## src/hdl/ppsp_pkg.sv

```systemverilog
// Types and constants of the packed pattern stream parser.
package ppsp_pkg;

   typedef enum logic [2:0] {
      PH_FLAG = 3'd0,
      PH_NOTE = 3'd1,
      PH_INS  = 3'd2,
      PH_VOL  = 3'd3,
      PH_CMD  = 3'd4,
      PH_INFO = 3'd5
   } phase_type;

   localparam logic       KIND_CELL = 1'b0;
   localparam logic       KIND_DONE = 1'b1;

   localparam int         BIT_NOTE  = 5;
   localparam int         BIT_VOL   = 6;
   localparam int         BIT_CMD   = 7;

   localparam logic [7:0] VOL_MAX   = 8'd64;

   typedef struct packed {
      logic       kind;
      logic [1:0] channel;
      logic [5:0] row;
      logic       has_note;
      logic [7:0] note;
      logic [7:0] instrument;
      logic       has_volume;
      logic [6:0] volume;
      logic       has_command;
      logic [7:0] command;
      logic [7:0] info;
   } rsp_payload_type;

endpackage

```

## src/hdl/ppsp_if.sv

```systemverilog
// Valid/ready channel interfaces for the parser's byte input and result output.
interface ppsp_req_if;
   logic       valid;
   logic       ready;
   logic [7:0] data_byte;

   modport source (output valid, output data_byte, input ready);
   modport sink   (input valid, input data_byte, output ready);
endinterface

interface ppsp_rsp_if;
   logic       valid;
   logic       ready;
   logic       kind;
   logic [1:0] channel;
   logic [5:0] row;
   logic       has_note;
   logic [7:0] note;
   logic [7:0] instrument;
   logic       has_volume;
   logic [6:0] volume;
   logic       has_command;
   logic [7:0] command;
   logic [7:0] info;

   modport source (output valid, output kind, output channel, output row,
                   output has_note, output note, output instrument,
                   output has_volume, output volume, output has_command,
                   output command, output info, input ready);
   modport sink   (input valid, input kind, input channel, input row,
                   input has_note, input note, input instrument,
                   input has_volume, input volume, input has_command,
                   input command, input info, output ready);
endinterface

```

## src/hdl/packed_pattern_stream_parser_top.sv

```systemverilog
// Packed pattern stream parser: byte-wise decoder of packed tracker pattern rows.
//
// req_bus carries one pattern byte per transaction. A zero flag byte ends a row;
// a nonzero flag names a channel and which of note+instrument, volume and
// command+info bytes follow. rsp_bus carries one cell update when an event's
// last byte is taken (kind 0), or a pattern-done transaction (kind 1) when the
// last of NUM_ROWS rows ends, after which the row count wraps to 0.
// Events for channels at or above NUM_CHANNELS and flags with no parts give
// no transaction.
// Throughput: one byte per cycle while req_bus.ready is high; each byte updates the
// parse state in the cycle it is taken. Latency: a result is on rsp_bus the cycle
// after the byte that completes it.
// The result register is the only buffer: req_bus.ready is high while it is
// empty or being drained, so a stalled receiver holds off input exactly one
// result deep and nothing is dropped.
// Reset (synchronous, active high) returns to the flag phase at row 0 with no
// result pending.
module packed_pattern_stream_parser_top
   import ppsp_pkg::*;
#(
   parameter int NUM_CHANNELS = 4,
   parameter int NUM_ROWS     = 64
) (
   input  logic       clock,
   input  logic       reset,
   ppsp_req_if.sink   req_bus,
   ppsp_rsp_if.source rsp_bus
);

   localparam int               ROW_W    = (NUM_ROWS > 1) ? $clog2(NUM_ROWS) : 1;
   localparam logic [ROW_W-1:0] ROW_LAST = ROW_W'(NUM_ROWS - 1);

   phase_type       phase_ff, phase_in;
   logic [7:0]      flag_ff, flag_in;
   logic [7:0]      note_ff, note_in;
   logic [7:0]      ins_ff, ins_in;
   logic [6:0]      vol_ff, vol_in;
   logic [7:0]      cmd_ff, cmd_in;
   logic [ROW_W-1:0] row_ff, row_in;
   logic            out_valid_ff, out_valid_in;
   rsp_payload_type out_ff, out_in;

   logic       accept;
   logic [7:0] din;
   logic [7:0] info_val;
   logic [6:0] vol_clamped;
   logic       emit_cell;
   logic       emit_done;
   logic       ch_ok;
   logic [8:0] row_wide;

   assign din          = req_bus.data_byte;
   assign req_bus.ready = !out_valid_ff || rsp_bus.ready;
   assign accept       = req_bus.valid && req_bus.ready;
   assign vol_clamped  = (din > VOL_MAX) ? VOL_MAX[6:0] : din[6:0];
   assign ch_ok        = ({1'b0, flag_ff[4:0]} < 6'(NUM_CHANNELS));
   assign row_wide     = 9'(row_ff);

   // next parse state
   always_comb begin
      phase_in  = phase_ff;
      flag_in   = flag_ff;
      note_in   = note_ff;
      ins_in    = ins_ff;
      vol_in    = vol_ff;
      cmd_in    = cmd_ff;
      row_in    = row_ff;
      info_val  = 8'd0;
      emit_cell = 1'b0;
      emit_done = 1'b0;
      if (accept) begin
         case (phase_ff)
            PH_NOTE: begin
               note_in  = din;
               phase_in = PH_INS;
            end
            PH_INS: begin
               ins_in = din;
               if (flag_ff[BIT_VOL]) begin
                  phase_in = PH_VOL;
               end else if (flag_ff[BIT_CMD]) begin
                  phase_in = PH_CMD;
               end else begin
                  phase_in  = PH_FLAG;
                  emit_cell = 1'b1;
               end
            end
            PH_VOL: begin
               vol_in = vol_clamped;
               if (flag_ff[BIT_CMD]) begin
                  phase_in = PH_CMD;
               end else begin
                  phase_in  = PH_FLAG;
                  emit_cell = 1'b1;
               end
            end
            PH_CMD: begin
               cmd_in   = din;
               phase_in = PH_INFO;
            end
            PH_INFO: begin
               info_val  = din;
               phase_in  = PH_FLAG;
               emit_cell = 1'b1;
            end
            default: begin
               phase_in = PH_FLAG;
               if (din == 8'd0) begin
                  if (row_ff == ROW_LAST) begin
                     row_in    = '0;
                     emit_done = 1'b1;
                  end else begin
                     row_in = row_ff + ROW_W'(1);
                  end
               end else begin
                  flag_in = din;
                  note_in = 8'd0;
                  ins_in  = 8'd0;
                  vol_in  = 7'd0;
                  cmd_in  = 8'd0;
                  if (din[BIT_NOTE]) begin
                     phase_in = PH_NOTE;
                  end else if (din[BIT_VOL]) begin
                     phase_in = PH_VOL;
                  end else if (din[BIT_CMD]) begin
                     phase_in = PH_CMD;
                  end
               end
            end
         endcase
      end
   end

   // result register load
   always_comb begin
      out_in       = out_ff;
      out_valid_in = out_valid_ff && !rsp_bus.ready;
      if (emit_done) begin
         out_in       = '0;
         out_in.kind  = KIND_DONE;
         out_valid_in = 1'b1;
      end else if (emit_cell && ch_ok) begin
         out_in.kind        = KIND_CELL;
         out_in.channel     = flag_ff[1:0];
         out_in.row         = row_wide[5:0];
         out_in.has_note    = flag_ff[BIT_NOTE];
         out_in.note        = note_in;
         out_in.instrument  = ins_in;
         out_in.has_volume  = flag_ff[BIT_VOL];
         out_in.volume      = vol_in;
         out_in.has_command = flag_ff[BIT_CMD];
         out_in.command     = cmd_in;
         out_in.info        = info_val;
         out_valid_in       = 1'b1;
      end
   end

   always_ff @(posedge clock) begin
      if (reset) begin
         phase_ff     <= PH_FLAG;
         flag_ff      <= 8'd0;
         note_ff      <= 8'd0;
         ins_ff       <= 8'd0;
         vol_ff       <= 7'd0;
         cmd_ff       <= 8'd0;
         row_ff       <= '0;
         out_valid_ff <= 1'b0;
      end else begin
         phase_ff     <= phase_in;
         flag_ff      <= flag_in;
         note_ff      <= note_in;
         ins_ff       <= ins_in;
         vol_ff       <= vol_in;
         cmd_ff       <= cmd_in;
         row_ff       <= row_in;
         out_valid_ff <= out_valid_in;
      end
   end

   always_ff @(posedge clock) begin
      out_ff <= out_in;
   end

   assign rsp_bus.valid       = out_valid_ff;
   assign rsp_bus.kind        = out_ff.kind;
   assign rsp_bus.channel     = out_ff.channel;
   assign rsp_bus.row         = out_ff.row;
   assign rsp_bus.has_note    = out_ff.has_note;
   assign rsp_bus.note        = out_ff.note;
   assign rsp_bus.instrument  = out_ff.instrument;
   assign rsp_bus.has_volume  = out_ff.has_volume;
   assign rsp_bus.volume      = out_ff.volume;
   assign rsp_bus.has_command = out_ff.has_command;
   assign rsp_bus.command     = out_ff.command;
   assign rsp_bus.info        = out_ff.info;

endmodule

```

## src/flat_wrapper.sv

```systemverilog
// flat-port wrapper written by rule: the top's interface ports become plain ports
module packed_pattern_stream_parser_top_flat import ppsp_pkg::*;
#(
   parameter int NUM_CHANNELS = 4,
   parameter int NUM_ROWS     = 64
)
  (clock, reset, req_bus_valid, req_bus_data_byte, req_bus_ready, rsp_bus_valid, rsp_bus_kind, rsp_bus_channel, rsp_bus_row, rsp_bus_has_note, rsp_bus_note, rsp_bus_instrument, rsp_bus_has_volume, rsp_bus_volume, rsp_bus_has_command, rsp_bus_command, rsp_bus_info, rsp_bus_ready);
  ppsp_req_if req_bus_i ();
  ppsp_rsp_if rsp_bus_i ();
  input  logic clock;
  input  logic reset;
  input wire logic [$bits(req_bus_i.valid)-1:0] req_bus_valid;
  input wire logic [$bits(req_bus_i.data_byte)-1:0] req_bus_data_byte;
  output wire logic [$bits(req_bus_i.ready)-1:0] req_bus_ready;
  output wire logic [$bits(rsp_bus_i.valid)-1:0] rsp_bus_valid;
  output wire logic [$bits(rsp_bus_i.kind)-1:0] rsp_bus_kind;
  output wire logic [$bits(rsp_bus_i.channel)-1:0] rsp_bus_channel;
  output wire logic [$bits(rsp_bus_i.row)-1:0] rsp_bus_row;
  output wire logic [$bits(rsp_bus_i.has_note)-1:0] rsp_bus_has_note;
  output wire logic [$bits(rsp_bus_i.note)-1:0] rsp_bus_note;
  output wire logic [$bits(rsp_bus_i.instrument)-1:0] rsp_bus_instrument;
  output wire logic [$bits(rsp_bus_i.has_volume)-1:0] rsp_bus_has_volume;
  output wire logic [$bits(rsp_bus_i.volume)-1:0] rsp_bus_volume;
  output wire logic [$bits(rsp_bus_i.has_command)-1:0] rsp_bus_has_command;
  output wire logic [$bits(rsp_bus_i.command)-1:0] rsp_bus_command;
  output wire logic [$bits(rsp_bus_i.info)-1:0] rsp_bus_info;
  input wire logic [$bits(rsp_bus_i.ready)-1:0] rsp_bus_ready;
  assign req_bus_i.valid = req_bus_valid;
  assign req_bus_i.data_byte = req_bus_data_byte;
  assign req_bus_ready = req_bus_i.ready;
  assign rsp_bus_valid = rsp_bus_i.valid;
  assign rsp_bus_kind = rsp_bus_i.kind;
  assign rsp_bus_channel = rsp_bus_i.channel;
  assign rsp_bus_row = rsp_bus_i.row;
  assign rsp_bus_has_note = rsp_bus_i.has_note;
  assign rsp_bus_note = rsp_bus_i.note;
  assign rsp_bus_instrument = rsp_bus_i.instrument;
  assign rsp_bus_has_volume = rsp_bus_i.has_volume;
  assign rsp_bus_volume = rsp_bus_i.volume;
  assign rsp_bus_has_command = rsp_bus_i.has_command;
  assign rsp_bus_command = rsp_bus_i.command;
  assign rsp_bus_info = rsp_bus_i.info;
  assign rsp_bus_i.ready = rsp_bus_ready;
  packed_pattern_stream_parser_top #(.NUM_CHANNELS(NUM_CHANNELS), .NUM_ROWS(NUM_ROWS)) u_core (.clock(clock), .reset(reset), .req_bus(req_bus_i), .rsp_bus(rsp_bus_i));
endmodule
```

## config.mk

```make
export PLATFORM = sky130hd
export DESIGN_NAME = packed_pattern_stream_parser_top_flat
export DESIGN_NICKNAME = d
export VERILOG_FILES = /design/src/hdl/ppsp_pkg.sv /design/src/hdl/ppsp_if.sv /design/src/hdl/packed_pattern_stream_parser_top.sv /design/src/flat_wrapper.sv
export SDC_FILE = /design/constraint.sdc
export NUM_CORES = 1
export LEC_CHECK = 0
export BUFFER_PORTS_ARGS = -buffer_cell sky130_fd_sc_hd__buf_2
export CORE_AREA = 2 2 107 109
export CTS_CLUSTER_DIAMETER = 120
export DETAILED_ROUTE_END_ITERATION = 10
export DIE_AREA = 0 0 109 111
export MAX_ROUTING_LAYER = met4
export PLACE_DENSITY_LB_ADDON = 0.12
export SYNTH_ARGS = -nofsm -noshare
export SYNTH_HDL_FRONTEND = slang
export SYNTH_SLANG_ARGS = --single-unit
export TNS_END_PERCENT = 50
```

## constraint.sdc

```tcl
create_clock -name clock -period 2.15 [get_ports clock]
set_input_delay 0.1075 -clock clock [delete_from_list [all_inputs] [get_ports clock]]
set_output_delay 0.1075 -clock clock [all_outputs]
set_load 0.05 [all_outputs]
```

==> metrics.md, run 1 <==
| Metric | Value |
|---|---|
| CTS tree | done |
| Initial antenna violation count | 0 |
| Chip Width | between 100 and 150 um |
| HP Class | in -> reg |
| Clk sinks | 100 |
| Final setup fails | 0 |
| Layout Skew | just under 10 ps |
| WS Path Type | reg -> reg |
| M1 WL | 5.668 mm |
| CP max stage delay | 630 ps |
| Metal3 WL | 736 um |
| Largest net degree at the start of global routing | 35 |
| GR Overflow Total | 0 |
| Worst Path Required | 2430 ps |
| Met2 WL | 5.833 mm |
| Post-CTS sizing | 0 |
| Row count | 39 |
| Max Cap Viol | 0 |
| Hold Slack | 208.6 ps |
| Vias per cell | 5.827 |
| Outcome | finished clean |
| Synth Area in XOR/XNOR | 0% |
| Post-CTS Setup Repair Bufs | 0 |
| Root Buffer | clkbuf_16 |
| CP arrival | roughly 2300 ps |
| Drt wl/cell | about 18 um |
| CTS Hold Bufs | 0 |
| Power per Cell Area | 1089 nW/um^2 |
| Synthesized instance count | 487 |
| Startpoint Class | flip-flop |
| Synth unique cells | 50 |
| Clock Latency Late Sink | ~350 ps |
| Area grow syn2layout | 21.18% |
| Ys async rst share | 0% |
| Slew @ Worst Pin | around 720 ps |
| Number of global-route vias before repair | 3885 |
| TritonRoute pass-1 iters | 5 |
| Post-Layout Cell Count | 699 |
| DIE AREA | 12100 sq um |
| GPL Wtd Cong | 0.8390 |
| Synth warnings | 0 |
| Worst-path clk slew | 70 ps |
| Core area | 11080 sq um |
| Post-route minimum period | 2038 ps |
| Setup crit end kind | flip-flop |
| Total Nets Final | between 500 and 600 |
| Multiplexer area fraction after synthesis | less than 1% |
| Largest family of logic cells by synthesized area | compound AO/OA/AOI/OAI gates |
| Via Count | 4073 |
| Worst VDD drop | 0.6933 mV |
| FMAX | between 400 and 500 MHz |
| Simple-gate area share of the yosys netlist | between 10% and 20% |
| Max_slew headroom | 52.06% |
| First-pass GRT wire length | 20.39 mm |
| Leakage | 1.944 nW |
| Synth Flop Type | dfxtp_1 |
| I/O Pins | 65 |
| Share of layout cells above drive strength 1 | between 20% and 30% |
| Hold Vio Cnt, Final | 0 |
| Crit-path slowest cell | or4b_2 |
| Residual DRC | 0 |
| Mean area per synthesized cell | 8.746 sq um |
| Placed cell count | 683 |
| PortBufs | 64 |
| Highest metal used | met4 |
| Clk buf depth | 2 |
| Tot GR Track Use | between 20% and 30% |
| Remaining antenna violation count after routing | 0 |
| Fin crit share | between 90 and 100% |
| Compound-cell area share of the yosys netlist | 29.00% |
| Die height | around 110 um |
| CP Max Fanout | 11 |
| HPWL after DPL | 8.329 mm |
| Final WL | 12.54 mm |
| Worst-path cell chain | or4b_2 -> nor4_1 -> buf_4 -> nand2_1 -> a21oi_1 |
| H-Tree Depth | 3 |
| Initial Util | 38.45% |
| Final Max Tran Viols | 0 |
| Post-Synth Adder-Cell Area | 0.2938% |
| Syn_nets | 500 |
| Synthesized flop and latch total | 100 |
| Antenna cells | 0 |
| Setup TNS | 0 ps |
| Post-synth EDFFs | 0 |
| TritonCTS Buffers | 9 |
| DRT iter0 DRCs | 301 |
| Netlist Area Pre-Place | between 4000 and 5000 sq um |
| Register area share after synthesis | ~47% |
==> logic make-up after synthesis <==
group | Yosys count
adders and majority gates | 1
and+or+nand+nor | 134
buffers and inverters | 58
AOI/OAI and AO/OA | 193
muxes | 1
DFF | 100
==> routing by layer <==
layer | up-vias | GRT usage [%]
li1 | 1956 | -
met1 | 1967 | 29.70
met2 | 129 | 33.29
met3 | 21 | 5.115
met4 | 0 | 7.521
met5 | - | -
==> critical path: cells and delay by family, from the launching register on <==
family / cells / cell delay, ps
compound gates: 1 / 150
buf+inv: 1 / 230
flops: 1 / 560
simple gates: 3 / 1040
==> cells in the mapped netlist (all sizes together) (2+ instances only) <==
master,number,area share [%]
nor2,11,1.4
inv,11,0.97
a32o,8,1.9
or4,5,0.97
clkbuf,32,2.8
nor2b,2,0.29
and3,3,0.44
a21oi,80,9.4
and4,2,0.41
nor3,5,0.71
or3,3,0.44
nand2,34,3.0
o32ai,8,1.6
nor4bb,2,0.47
nand3,44,5.2
a211oi,3,0.53
nor4,2,0.29
o211ai,8,1.4
nor4b,2,0.41
buf,15,2.5
and3b,2,0.41
o31ai,6,1.4
nand2b,11,1.6
o221ai,16,3.3
a311oi,16,3.3
dfxtp,100,47
or2,2,0.35
o21ai,42,5.0
==> area by class of cell <==
cell class                 instances  area [sq um]
timing repair buffer             100         615.6
clock buffer                      13         260.3
tap                              143         178.9
clock inverter                     3         45.04
sequential                       100          2003
multi-input combinational        329          2017
inverter                          11         41.29
fill                            1132          5916
==> path summary, 6_finish.rpt <==
kind / start / end / slack (ps) / cells past startpoint
max: u_core.phase_ff[2]$_SDFFE_PP0N_ / u_core.rsp_bus.info[5]$_SDFFE_PP0P_ / 110 / 5
max reg2reg: u_core.phase_ff[2]$_SDFFE_PP0N_ / u_core.rsp_bus.info[5]$_SDFFE_PP0P_ / 110 / 5
min reg2reg: u_core.note_ff[4]$_SDFF_PP0_ / u_core.rsp_bus.note[4]$_SDFFE_PP0P_ / 470 / 2
min: req_bus_data_byte[0] / u_core.rsp_bus.info[0]$_SDFFE_PP0P_ / 210 / 4
==> power by group <==
part	internal, W	total (W)	switching [W]
Sequential	0.00212	0.00226	0.000143
Combinational	0.000418	0.00172	0.00130
Clock	0.000967	0.00165	0.000679
Total	0.00350	0.00562	0.00212
==> sequential cells by signal (all words and copies together) (netlist names), 2 cells and up <==
signal,cells
u_core.vol_ff,7
u_core.rsp_bus.info,8
u_core.note_ff,8
u_core.ins_ff,8
u_core.phase_ff,3
u_core.flag_ff,8
u_core.rsp_bus.channel,2
u_core.rsp_bus.instrument,8
u_core.row_ff,6
u_core.rsp_bus.row,6
u_core.cmd_ff,8
u_core.rsp_bus.volume,7
u_core.rsp_bus.command,8
u_core.rsp_bus.note,8
==> layout by cell type, fill, tap and decap left out, drive strengths merged, types with 13 or more instances in the layout <==
master | netlist | routed
a21oi | 80 | 80
a311oi | 16 | 16
buf | 15 | 100
clkbuf | 32 | 13
dfxtp | 100 | 100
nand2 | 34 | 34
nand3 | 44 | 44
o21ai | 42 | 42
o221ai | 16 | 16
==> through the flow <==
stage / util [%] / area (sq um) / power (W) / worst slack (ps)
4_1_cts: 46.42 / 5142 / 0.005674 / 134.3
3_5_place_dp: 43.67 / 4837 / 0.004019 / 42.00
5_1_grt: 46.59 / 5161 / 0.005878 / -20.71
2_1_floorplan: - / 4265 / 0.003575 / 48.16
6_report: 46.59 / 5161 / 0.005623 / 112.2
3_3_place_gp: 43.67 / 4837 / 0.003997 / 89.51
No activity file was read; power rests on OpenSTA's default activity.
==> inputs of run 2 (changes only) <==
- CORE_AREA: 2 2 107 109 -> 3 3 108 110
- DIE_AREA: 0 0 109 111 -> 0 0 111 113
==> run 2 against run 1 <==
Against the previous run: design area fell by 2.1%; cell count fell by 0.29%; clock skew rose by 6.0 ps; global-route usage fell by 1.1 points; non-clock buffer count rose by 1; highest routed layer unchanged; critical path type unchanged; first-iteration DRC count fell by 11%; largest power group unchanged.
==> metrics.md, run 2 (same netlist as run 1, synthesis figures left out) <==
| Metric | Value |
|---|---|
| Outcome | finished clean |
| Power per Cell Area | around 1000 nW/um^2 |
| CTS tree | done |
| I/O Pins | 65 |
| Crit Reg-Reg Startpoint | u_core.phase_ff[0]$_SDFFE_PP0N_ |
| Switching share of total power | 41.34% |
| Slew @ Worst Pin | ~800 ps |
| Worst-path clk slew | 100 ps |
| Total Nets Final | 565 |
| Post-CTS Setup Repair Bufs | 0 |
| Setup TNS | 0 ps |
| Clk sinks | 100 |
| Fin crit share | 91.54% |
| Crit-path slowest cell | dfxtp_1 |
| GR Overflow Total | 0 |
| Hold Slack | 183.5 ps |
| Max_slew headroom | 47.77% |
| Initial antenna violation count | 0 |
| Residual DRC | 0 |
| CP max stage delay | around 590 ps |
| CTS Hold Bufs | 0 |
| HPWL after DPL | around 8.8 mm |
| Share of layout cells above drive strength 1 | 23.88% |
| Setup crit end kind | flip-flop |
| Post-route minimum period | 1968 ps |
| PortBufs | 64 |
| Die height | roughly 110 um |
| Clock Latency Late Sink | roughly 370 ps |
| Most frequent cells in the layout | 98 x dfxtp_1, 80 x a21oi_1, 64 x buf_2 |
| Final WL | approximately 13 mm |
| CP arrival | ~2200 ps |
| HP Class | in -> reg |
| Most common cell after layout, fill and taps aside | dfxtp_1 |
| P_int | 0.002995 W |
| Chip Width | 111 um |
| Min-Delay Startpoint | req_bus_data_byte[0] |
| DRT iter0 DRCs | 267 |
| WS Path Type | reg -> reg |
| TritonCTS Buffers | 9 |
| Max Cap Viol | 0 |
| Worst VDD drop | 0.6875 mV |
| Worst-path cell chain | nor4bb_4 -> or3_1 -> buf_4 -> a21oi_1 -> a311oi_1 |
| Final Max Tran Viols | 0 |
| Row count | 38 |
| Antenna cells | 0 |
| Area grow syn2layout | 18.63% |
| Clk buf depth | 2 |
| DIE AREA | 12540 sq um |
| Core area | roughly 11000 sq um |
| Tot GR Track Use | 21.24% |
| Largest net degree at the start of global routing | 45 |
| Root Buffer | clkbuf_8 |
| Fillers | 1076 |
| Remaining antenna violation count after routing | 0 |
| Worst Setup SP | u_core.phase_ff[0]$_SDFFE_PP0N_ |
| First-pass GRT wire length | 20.89 mm |
| Worst Path Required | 2430 ps |
| Unrepaired setup endpoints after global routing | false |
| FMAX | 508.1 MHz |
| Power share of the clock group | between 20% and 30% |
| Final setup fails | 0 |
| Via Count | 4028 |
| CP Max Fanout | 14 |
| GPL Wtd Cong | 0.8718 |
| Layout Skew | roughly 16 ps |
| Seq pwr share | 44.4% |
| H-Tree Depth | 3 |
| Post-CTS sizing | 0 |
| Startpoint Class | flip-flop |
| Hold Vio Cnt, Final | 0 |
| Leakage | between 1.5 and 2 nW |
| Comb pwr share | 34.0% |
| Drt wl/cell | between 15 and 20 um |
| Number of global-route vias before repair | 3868 |
| P_sw | 0.002110 W |
| TritonRoute pass-1 iters | 5 |
| Vias per cell | 5.779 |
| Initial Util | 39.46% |
## run 2: per-layer routing
metal / up-vias / global-route usage (%) / wire, um
met1: 1950 / 27.70 / 6159
met3: 15 / 4.385 / 603
met4: 0 / 5.911 / 187
met2: 98 / 33.70 / 6047
li1: 1965 / - / -
met5: - / - / 0
## run 2: final timing paths
| check | endpoint | slack (ps) | depth (start not counted) |
|---|---|---|---|
| max | u_core.rsp_bus.volume[1]$_SDFFE_PP0P_ | 180 | 5 |
| min | u_core.cmd_ff[0]$_SDFF_PP0_ | 180 | 4 |
| max reg2reg | u_core.rsp_bus.volume[1]$_SDFFE_PP0P_ | 180 | 5 |
| min reg2reg | u_core.rsp_bus.command[1]$_SDFFE_PP0P_ | 460 | 1 |
## run 2: layout make-up
type / count / area (sq um) / share of cell area [%]
Multi-Input combinational cell: 329 / 2026 / 40.09
Sequential cell: 100 / 2004 / 39.67
Timing Repair Buffer: 101 / 635.6 / 12.58
Tap cell: 140 / 175.2 / 3.467
Clock buffer: 12 / 145.1 / 2.873
Inverter: 11 / 41.29 / 0.8172
Clock inverter: 4 / 25.02 / 0.4953
## run 2: critical path, delay by kind of cell, from the launching register on
family | cells | cell delay [ps]
compound gates | 2 | 380
buf+inv | 1 | 230
flops | 1 | 590
simple gates | 2 | 670
## run 2: power by group through the flow
stage / Clock, W / Sequential [W] / Combinational, W
after floorplan: 0 / 0.00310 / 0.000479
final: 0.00110 / 0.00227 / 0.00174
after CTS: 0.00112 / 0.00227 / 0.00174
after detailed placement: 0 / 0.00231 / 0.00174
after global placement: 0 / 0.00230 / 0.00172
after global routing: 0.00119 / 0.00229 / 0.00184
## run 2: metrics by stage
stage / utilization (%) / worst slack (ps) / instance area, sq um / std cells / total power (W)
after global placement: 44.97 / 125.4 / 4853 / 681 / 0.004013
final: 46.81 / 181.9 / 5052 / 697 / 0.005105
after detailed placement: 44.97 / 75.56 / 4853 / 681 / 0.004043
after floorplan: - / 48.16 / 4265 / 487 / 0.003575
after CTS: 46.55 / 36.29 / 5024 / 697 / 0.005124
after global routing: 46.81 / 35.38 / 5052 / 697 / 0.005322
